File: src/rtl/core/bcsc_pkg.sv
package bcsc_pkg;

    // Width of the border distance register.
    localparam int BD_BITS = 16;

    // Border distance after reset.
    localparam logic [BD_BITS-1:0] BORDER_RESET = 16'd16;

    // Result codes.
    localparam logic [3:0] HIT_NONE         = 4'd0;
    localparam logic [3:0] HIT_UP           = 4'd1;
    localparam logic [3:0] HIT_UP_BORDER    = 4'd2;
    localparam logic [3:0] HIT_DOWN         = 4'd3;
    localparam logic [3:0] HIT_DOWN_BORDER  = 4'd4;
    localparam logic [3:0] HIT_LEFT         = 4'd5;
    localparam logic [3:0] HIT_LEFT_BORDER  = 4'd6;
    localparam logic [3:0] HIT_RIGHT        = 4'd7;
    localparam logic [3:0] HIT_RIGHT_BORDER = 4'd8;

    // Control flags that travel down the pipeline with each request.
    typedef struct packed {
        logic valid;     // Stage holds a request.
        logic x_left;    // First box center lies left of the second.
        logic y_up;      // First box center lies above the second.
        logic collide;   // Boxes overlap on both axes.
        logic x_border;  // Center distance in x is below the border distance.
        logic y_border;  // Center distance in y is below the border distance.
    } stage_flags_t;

endpackage

File: src/rtl/core/bcsc_delta.sv
module bcsc_delta
    import bcsc_pkg::*;
#(
    parameter int COORD_BITS = 16
)
(
    input  logic                         clk,
    input  logic                         rst_n,
    input  logic                         in_valid,
    input  logic signed [COORD_BITS-1:0] own_x,
    input  logic signed [COORD_BITS-1:0] own_y,
    input  logic        [COORD_BITS-2:0] own_half_w,
    input  logic        [COORD_BITS-2:0] own_half_h,
    input  logic signed [COORD_BITS-1:0] other_x,
    input  logic signed [COORD_BITS-1:0] other_y,
    input  logic        [COORD_BITS-2:0] other_half_w,
    input  logic        [COORD_BITS-2:0] other_half_h,
    output logic        [COORD_BITS-1:0] dx,
    output logic        [COORD_BITS-1:0] dy,
    output logic        [COORD_BITS-1:0] sw,
    output logic        [COORD_BITS-1:0] sh,
    output stage_flags_t                 flags
);

    logic [COORD_BITS:0]   diff_x;
    logic [COORD_BITS:0]   diff_y;
    logic [COORD_BITS:0]   neg_x;
    logic [COORD_BITS:0]   neg_y;
    logic [COORD_BITS-1:0] dx_reg, dx_next;
    logic [COORD_BITS-1:0] dy_reg, dy_next;
    logic [COORD_BITS-1:0] sw_reg, sw_next;
    logic [COORD_BITS-1:0] sh_reg, sh_next;
    stage_flags_t          flags_reg, flags_next;

    // Signed center differences; the sign bit tells which box lies first.
    always_comb
    begin
        diff_x = {own_x[COORD_BITS-1], own_x} - {other_x[COORD_BITS-1], other_x};
        diff_y = {own_y[COORD_BITS-1], own_y} - {other_y[COORD_BITS-1], other_y};
        neg_x  = -diff_x;
        neg_y  = -diff_y;
    end

    // Absolute distances and extent sums.
    always_comb
    begin
        dx_next = diff_x[COORD_BITS] ? neg_x[COORD_BITS-1:0] : diff_x[COORD_BITS-1:0];
        dy_next = diff_y[COORD_BITS] ? neg_y[COORD_BITS-1:0] : diff_y[COORD_BITS-1:0];
        sw_next = {1'b0, own_half_w} + {1'b0, other_half_w};
        sh_next = {1'b0, own_half_h} + {1'b0, other_half_h};
        flags_next          = '0;
        flags_next.valid    = in_valid;
        flags_next.x_left   = diff_x[COORD_BITS];
        flags_next.y_up     = diff_y[COORD_BITS];
    end

    // Data registers.
    always_ff @(posedge clk)
    begin
        dx_reg <= dx_next;
        dy_reg <= dy_next;
        sw_reg <= sw_next;
        sh_reg <= sh_next;
    end

    // Control flags.
    always_ff @(posedge clk or negedge rst_n)
    begin
        if (!rst_n)
        begin
            flags_reg <= '0;
        end
        else
        begin
            flags_reg <= flags_next;
        end
    end

    assign dx    = dx_reg;
    assign dy    = dy_reg;
    assign sw    = sw_reg;
    assign sh    = sh_reg;
    assign flags = flags_reg;

endmodule

File: src/rtl/core/bcsc_product.sv
module bcsc_product
    import bcsc_pkg::*;
#(
    parameter int COORD_BITS = 16
)
(
    input  logic                      clk,
    input  logic                      rst_n,
    input  logic [BD_BITS-1:0]        border_distance,
    input  logic [COORD_BITS-1:0]     dx,
    input  logic [COORD_BITS-1:0]     dy,
    input  logic [COORD_BITS-1:0]     sw,
    input  logic [COORD_BITS-1:0]     sh,
    input  stage_flags_t              in_flags,
    output logic [2*COORD_BITS-1:0]   prod_x,
    output logic [2*COORD_BITS-1:0]   prod_y,
    output stage_flags_t              flags
);

    localparam int CMP_BITS = (COORD_BITS > BD_BITS) ? COORD_BITS : BD_BITS;

    logic [CMP_BITS-1:0]     dx_ext;
    logic [CMP_BITS-1:0]     dy_ext;
    logic [CMP_BITS-1:0]     bd_ext;
    logic [2*COORD_BITS-1:0] prod_x_reg, prod_x_next;
    logic [2*COORD_BITS-1:0] prod_y_reg, prod_y_next;
    stage_flags_t            flags_reg, flags_next;

    // Cross products of the normalized center distance ratios.
    always_comb
    begin
        prod_x_next = (2*COORD_BITS)'(dx) * (2*COORD_BITS)'(sh);
        prod_y_next = (2*COORD_BITS)'(dy) * (2*COORD_BITS)'(sw);
    end

    // Overlap test and border tests.
    always_comb
    begin
        dx_ext = CMP_BITS'(dx);
        dy_ext = CMP_BITS'(dy);
        bd_ext = CMP_BITS'(border_distance);
        flags_next          = in_flags;
        flags_next.collide  = (sw != '0) && (sh != '0) && (dx < sw) && (dy < sh);
        flags_next.x_border = dx_ext < bd_ext;
        flags_next.y_border = dy_ext < bd_ext;
    end

    always_ff @(posedge clk)
    begin
        prod_x_reg <= prod_x_next;
        prod_y_reg <= prod_y_next;
    end

    always_ff @(posedge clk or negedge rst_n)
    begin
        if (!rst_n)
        begin
            flags_reg <= '0;
        end
        else
        begin
            flags_reg <= flags_next;
        end
    end

    assign prod_x = prod_x_reg;
    assign prod_y = prod_y_reg;
    assign flags  = flags_reg;

endmodule

File: src/rtl/core/bcsc_decide.sv
module bcsc_decide
    import bcsc_pkg::*;
#(
    parameter int COORD_BITS = 16
)
(
    input  logic                    clk,
    input  logic                    rst_n,
    input  logic [2*COORD_BITS-1:0] prod_x,
    input  logic [2*COORD_BITS-1:0] prod_y,
    input  stage_flags_t            in_flags,
    output logic                    done,
    output logic [3:0]              hit_kind
);

    logic       y_side;
    logic       done_reg, done_next;
    logic [3:0] kind_reg, kind_next;

    // A smaller x ratio picks the y side; a tie stays on the x side.
    always_comb
    begin
        y_side = prod_x < prod_y;
        if (!in_flags.collide)
        begin
            kind_next = HIT_NONE;
        end
        else if (y_side)
        begin
            if (in_flags.y_up)
            begin
                kind_next = in_flags.y_border ? HIT_UP_BORDER : HIT_UP;
            end
            else
            begin
                kind_next = in_flags.y_border ? HIT_DOWN_BORDER : HIT_DOWN;
            end
        end
        else
        begin
            if (in_flags.x_left)
            begin
                kind_next = in_flags.x_border ? HIT_LEFT_BORDER : HIT_LEFT;
            end
            else
            begin
                kind_next = in_flags.x_border ? HIT_RIGHT_BORDER : HIT_RIGHT;
            end
        end
        done_next = in_flags.valid;
    end

    always_ff @(posedge clk)
    begin
        kind_reg <= kind_next;
    end

    always_ff @(posedge clk or negedge rst_n)
    begin
        if (!rst_n)
        begin
            done_reg <= 1'b0;
        end
        else
        begin
            done_reg <= done_next;
        end
    end

    assign done     = done_reg;
    assign hit_kind = kind_reg;

endmodule

File: src/rtl/core/box_collision_side_classifier.sv
// Channel   Direction  Handshake                Payload
// request   in         start, busy              own_*, other_* box fields
// result    out        done (one-cycle strobe)  hit_kind
// config    in         cfg_valid, cfg_ready     cfg_data (border distance)
//
// Three register stages: distances and extent sums, then the two cross
// products with the overlap and border tests, then the side decision.
// A request taken at one edge passes through the stage-one and stage-two
// registers into the result register, which raises done with its result.
// busy stays low, so a new request is taken every cycle.
// Reset clears the stage valid bits and sets the border distance to 16.
// The receiver cannot stall; each result is shown for exactly one cycle.
module box_collision_side_classifier
    import bcsc_pkg::*;
#(
    parameter int COORD_BITS = 16
)
(
    input  logic                         clk,
    input  logic                         rst_n,
    input  logic                         start,
    output logic                         busy,
    input  logic signed [COORD_BITS-1:0] own_x,
    input  logic signed [COORD_BITS-1:0] own_y,
    input  logic        [COORD_BITS-2:0] own_half_w,
    input  logic        [COORD_BITS-2:0] own_half_h,
    input  logic signed [COORD_BITS-1:0] other_x,
    input  logic signed [COORD_BITS-1:0] other_y,
    input  logic        [COORD_BITS-2:0] other_half_w,
    input  logic        [COORD_BITS-2:0] other_half_h,
    output logic                         done,
    output logic        [3:0]            hit_kind,
    input  logic                         cfg_valid,
    output logic                         cfg_ready,
    input  logic        [BD_BITS-1:0]    cfg_data
);

    logic [BD_BITS-1:0]      border_reg, border_next;
    logic [COORD_BITS-1:0]   dx, dy, sw, sh;
    logic [2*COORD_BITS-1:0] prod_x, prod_y;
    stage_flags_t            flags_s1, flags_s2;

    assign busy      = 1'b0;
    assign cfg_ready = 1'b1;

    // Border distance register.
    always_comb
    begin
        border_next = (cfg_valid && cfg_ready) ? cfg_data : border_reg;
    end

    always_ff @(posedge clk or negedge rst_n)
    begin
        if (!rst_n)
        begin
            border_reg <= BORDER_RESET;
        end
        else
        begin
            border_reg <= border_next;
        end
    end

    // Stage one: distances and extent sums.
    bcsc_delta #(
        .COORD_BITS(COORD_BITS)
    ) u_delta (
        .clk          (clk),
        .rst_n        (rst_n),
        .in_valid     (start && !busy),
        .own_x        (own_x),
        .own_y        (own_y),
        .own_half_w   (own_half_w),
        .own_half_h   (own_half_h),
        .other_x      (other_x),
        .other_y      (other_y),
        .other_half_w (other_half_w),
        .other_half_h (other_half_h),
        .dx           (dx),
        .dy           (dy),
        .sw           (sw),
        .sh           (sh),
        .flags        (flags_s1)
    );

    // Stage two: cross products and tests.
    bcsc_product #(
        .COORD_BITS(COORD_BITS)
    ) u_product (
        .clk             (clk),
        .rst_n           (rst_n),
        .border_distance (border_reg),
        .dx              (dx),
        .dy              (dy),
        .sw              (sw),
        .sh              (sh),
        .in_flags        (flags_s1),
        .prod_x          (prod_x),
        .prod_y          (prod_y),
        .flags           (flags_s2)
    );

    // Stage three: side decision and result register.
    bcsc_decide #(
        .COORD_BITS(COORD_BITS)
    ) u_decide (
        .clk      (clk),
        .rst_n    (rst_n),
        .prod_x   (prod_x),
        .prod_y   (prod_y),
        .in_flags (flags_s2),
        .done     (done),
        .hit_kind (hit_kind)
    );

endmodule

File: config.mk
export PLATFORM = sky130hd
export DESIGN_NAME = box_collision_side_classifier
export DESIGN_NICKNAME = d
export VERILOG_FILES = /design/src/rtl/core/bcsc_pkg.sv /design/src/rtl/core/bcsc_delta.sv /design/src/rtl/core/bcsc_product.sv /design/src/rtl/core/bcsc_decide.sv /design/src/rtl/core/box_collision_side_classifier.sv
export SDC_FILE = /design/constraint.sdc
export NUM_CORES = 2
export LEC_CHECK = 0
export BUFFER_PORTS_ARGS = -buffer_cell sky130_fd_sc_hd__buf_2
export CORE_ASPECT_RATIO = 0.6
export CORE_MARGIN = 1
export CORE_UTILIZATION = 50
export CTS_CLUSTER_SIZE = 12
export DETAILED_ROUTE_END_ITERATION = 10
export PLACE_DENSITY = 0.79
export SKIP_LAST_GASP = 1
export SLEW_MARGIN = 20
export SYNTH_ARGS = -nofsm -noshare
export SYNTH_HDL_FRONTEND = slang
export SYNTH_SLANG_ARGS = --single-unit
File: constraint.sdc
create_clock -name clk -period 5.73 [get_ports clk]
set_input_delay 0.8595 -clock clk [delete_from_list [all_inputs] [get_ports clk]]
set_output_delay 0.8595 -clock clk [all_outputs]
set_load 0.1 [all_outputs]
==> results_tabular.tex <==
\begin{tabular}{lr}
\hline
Metric & Value \\
\hline
\multicolumn{2}{l}{\textbf{CTS}} \\
\quad Clock tree from TritonCTS & done \\
\quad Number of CTS-inserted buffers & 17 \\
\quad Clock tree buffer depth & 2 \\
\quad Clock latency reported for the late side of the worst-skew pair & 0.47 ns \\
\quad Clock sink total & 158 \\
\quad CTS Hold Bufs & 0 \\
\quad Htree depth & 4 \\
\quad Clock-pin slew on the worst setup and hold paths & 0.07 ns \\
\quad Library cell used as clock root buffer & sky130\_fd\_sc\_hd\_\_clkbuf\_16 \\
\multicolumn{2}{l}{\textbf{Detailed routing}} \\
\quad DRC violations left & 0 \\
\quad Post-route ant nets & 0 \\
\quad Total wire length after detailed routing & 71200 um \\
\quad Via Count & 21700 \\
\quad Drt wl/cell & 17.6 um \\
\quad Avg Vias per Cell & 5.38 \\
\quad DRT iter0 DRCs & 1607 \\
\quad First-pass detailed-route iteration total & 6 \\
\multicolumn{2}{l}{\textbf{Yosys}} \\
\quad Number of nets produced by synthesis & 3881 \\
\quad Sequential share of the synthesized area & 12.5\% \\
\quad Area share of the largest cell type after synthesis & 29.9\% \\
\quad Number of enable-type register cells in the synthesized netlist & 0 \\
\quad Number of standard cells after synthesis & 2980 \\
\quad Synth area leader & sky130\_fd\_sc\_hd\_\_fa\_1 \\
\quad Dominant synthesized flop cell & sky130\_fd\_sc\_hd\_\_dfxtp\_1 \\
\quad Post-synth cell types & 76 \\
\quad Post-Syn Area per Cell & 8.81 um\^{}2 \\
\quad Area of the mapped netlist & 26300 um\^{}2 \\
\quad Fraction of registers with async set/reset & 16.5\% \\
\quad Most used standard cells in the synthesized netlist & sky130\_fd\_sc\_hd\_\_inv\_1, sky130\_fd\_sc\_hd\_\_fa\_1, sky130\_fd\_sc\_hd\_\_ha\_1 \\
\quad Cell types occupying the most area after synthesis & sky130\_fd\_sc\_hd\_\_fa\_1, sky130\_fd\_sc\_hd\_\_ha\_1, sky130\_fd\_sc\_hd\_\_dfxtp\_1 \\
\quad Yosys warning total & 0 \\
\quad Leading cell type by number of instances after synthesis & sky130\_fd\_sc\_hd\_\_inv\_1 \\
\quad Count of state elements after synthesis & 158 \\
\multicolumn{2}{l}{\textbf{Finish}} \\
\quad Multi-input gate area & 21000 um\^{}2 \\
\quad Final core occ & 61.1\% \\
\quad Fillers & 4105 \\
\quad N\_diodes & 0 \\
\quad Fraction of layout instances using a drive strength above 1 & 19.9\% \\
\quad Net total in the final layout & 4236 \\
\quad Final Cell Area & 31400 um\^{}2 \\
\quad Layout-stage area growth over the synthesis result & 19.6\% \\
\quad Register area & 3420 um\^{}2 \\
\multicolumn{2}{l}{\textbf{Floorplan}} \\
\quad Starting density of the core & 51.1\% \\
\quad Num ports & 151 \\
\quad Die Outline Area & 53500 um\^{}2 \\
\quad Die X & 298 um \\
\quad Number of cell rows & 64 \\
\quad Core box area & 51400 um\^{}2 \\
\quad Height of the chip & 180 um \\
\multicolumn{2}{l}{\textbf{STA}} \\
\quad Setup slack of the critical path after layout & -0.193 ns \\
\quad Minimum clock period & 5.92 ns \\
\quad Final Hold Viols & 0 \\
\quad Hold Slack & 0.351 ns \\
\quad Crit share post-route & 103\% \\
\quad RSZ-0062 raised after global routing & true \\
\quad Final setup violating endpoints & 8 \\
\quad Headroom to the max-slew limit & 41.4\% \\
\quad Setup clock skew after layout & 0.0122 ns \\
\quad Fin. max-slew vios & 0 \\
\quad Peak clock frequency supported by timing & 169 MHz \\
\quad Transition time at the pin with the least slew margin & 0.878 ns \\
\quad Total Neg Setup Slack & -0.701 ns \\
\multicolumn{2}{l}{\textbf{Worst setup path}} \\
\quad Crit-path max cell delay & 0.57 ns \\
\quad Critical path, cell by cell & buf\_4 -> and2\_1 -> fa\_1 -> inv\_1 -> fa\_1 -> fa\_2 -> inv\_1 -> fa\_2 -> fa\_1 -> inv\_1 -> fa\_1 -> inv\_2 -> ha\_4 -> a21o\_2 -> a221o\_2 -> a211oi\_4 -> buf\_4 -> o211ai\_1 -> a31oi\_1 -> o21ai\_1 -> xor2\_1 \\
\quad Crit path DAT & 6.27 ns \\
\quad Crit Path Category & reg2reg \\
\quad Data required time of the critical path & 6.08 ns \\
\quad Startpoint kind of the worst setup timing path & flip-flop \\
\quad Endpoint kind of the worst setup timing path & flip-flop \\
\quad Worst-path cell with the longest stage delay & sky130\_fd\_sc\_hd\_\_fa\_1 \\
\quad Crit path max fanout & 10 \\
\quad Crit-path most repeated cell & sky130\_fd\_sc\_hd\_\_fa\_1 \\
\multicolumn{2}{l}{\textbf{Placed design}} \\
\quad Buffers added on ports & 148 \\
\quad Dpl cell area & 29400 um\^{}2 \\
\quad RD Place Congestion & 0.981 \\
\quad Half-perimeter wire length after detailed placement & 56100 um \\
\multicolumn{2}{l}{\textbf{GRT}} \\
\quad Final global-route overflow total & 0 \\
\quad Pin count of the biggest net entering global routing & 32 \\
\quad Vias in the first global route & 21700 \\
\quad Total routing usage reported by global routing & 26.5\% \\
\quad Initial antenna violation count & 0 \\
\quad Wire length of the first global-routing pass & 113000 um \\
\multicolumn{2}{l}{\textbf{Worst hold path}} \\
\quad Worst hold path class & reg2reg \\
\multicolumn{2}{l}{\textbf{Run status}} \\
\quad Violations in the final reports & setup timing \\
\quad Outcome & finished with violations \\
\multicolumn{2}{l}{\textbf{Run}} \\
\quad Maximum capacitance violations & 0 \\
\hline
\end{tabular}
[logic make-up after synthesis]
family	count (synthesis)	synth area share, %
compound gates	396	9.82
xor+xnor	120	4.06
fa+ha+maj	757	47.3
buf+inv	701	10.1
flops	158	12.5
mux	7	0.276
other cells	2	0.0286
simple gates	839	15.9
[path summary, 6_finish.rpt]
| path | cells past startpoint | from | end | slack, ns |
|---|---|---|---|---|
| worst min register to register | 0 | u_product.flags[5] | u_decide.done | 0.35 |
| min in group asynchronous | 1 | rst_n | u_delta.flags[3] | 0.42 |
| worst max register to register | 21 | u_delta.sw[4] | u_product.prod_y[28] | -0.19 |
| worst max-delay path | 21 | u_delta.sw[4] | u_product.prod_y[28] | -0.19 |
| max in group asynchronous | 1 | rst_n | border_reg[7] | 4.87 |
| worst min-delay path | 0 | u_product.flags[5] | u_decide.done | 0.35 |
[metrics by stage]
stage,std cells,setup slack [ns]
3_5_place_dp,3955,-0.464
3_3_place_gp,3955,-0.303
2_1_floorplan,2980,-0.0955
5_1_grt,4041,-0.358
6_report,4041,-0.193
4_1_cts,4003,-0.219
[placed cells by master (no fill, tap or decap), drive strengths merged, types with 74 or more instances in the layout]
cell | Yosys | routed
a21oi | 118 | 118
and2 | 255 | 255
buf | 4 | 426
dfxtp | 132 | 132
fa | 392 | 392
ha | 365 | 365
inv | 608 | 615
nand2 | 344 | 344
nor2 | 74 | 74
o21ai | 77 | 77
xnor2 | 85 | 85
[worst max-delay path: cells and delay by family (launching register included)]
family,cells,cell delay (ns)
compound gates,6,1.36
xor+xnor,1,0.14
fa+ha+maj,7,3.25
buf+inv,6,0.52
flops,1,0.38
simple gates,1,0.15
[routing by layer]
layer  part of all wire (%)  vias up  routed length, um  GRT usage [%]
met1                     45    10600              32200           38.8
met5                   0.13        -                 94           1.32
met4                    1.6        2               1170           5.62
met3                     10      105               7230           7.24
met2                     43      945              30500           38.8
li1                       -    10100                  -              -
[area by class of cell]
cell class                      instances  area share, %
Timing Repair Buffer                  428           10.3
Inverter                              609           7.28
Tap cell                              693           2.76
Multi-Input combinational cell       2121           66.9
Clock buffer                           20           1.52
Clock inverter                         12          0.374
Sequential cell                       158           10.9
[repair_timing]
item                                   CTS  global route
setup buffers                           16            37
resized for setup                       81           215
pin swaps                               37           132
endpoints found under the hold margin    0             0
setup endpoints to repair               26            25
gates cloned                             0             2
Power is not shown: default switching activity piles up to over one toggle a cycle in this logic, so the estimate is an artifact.
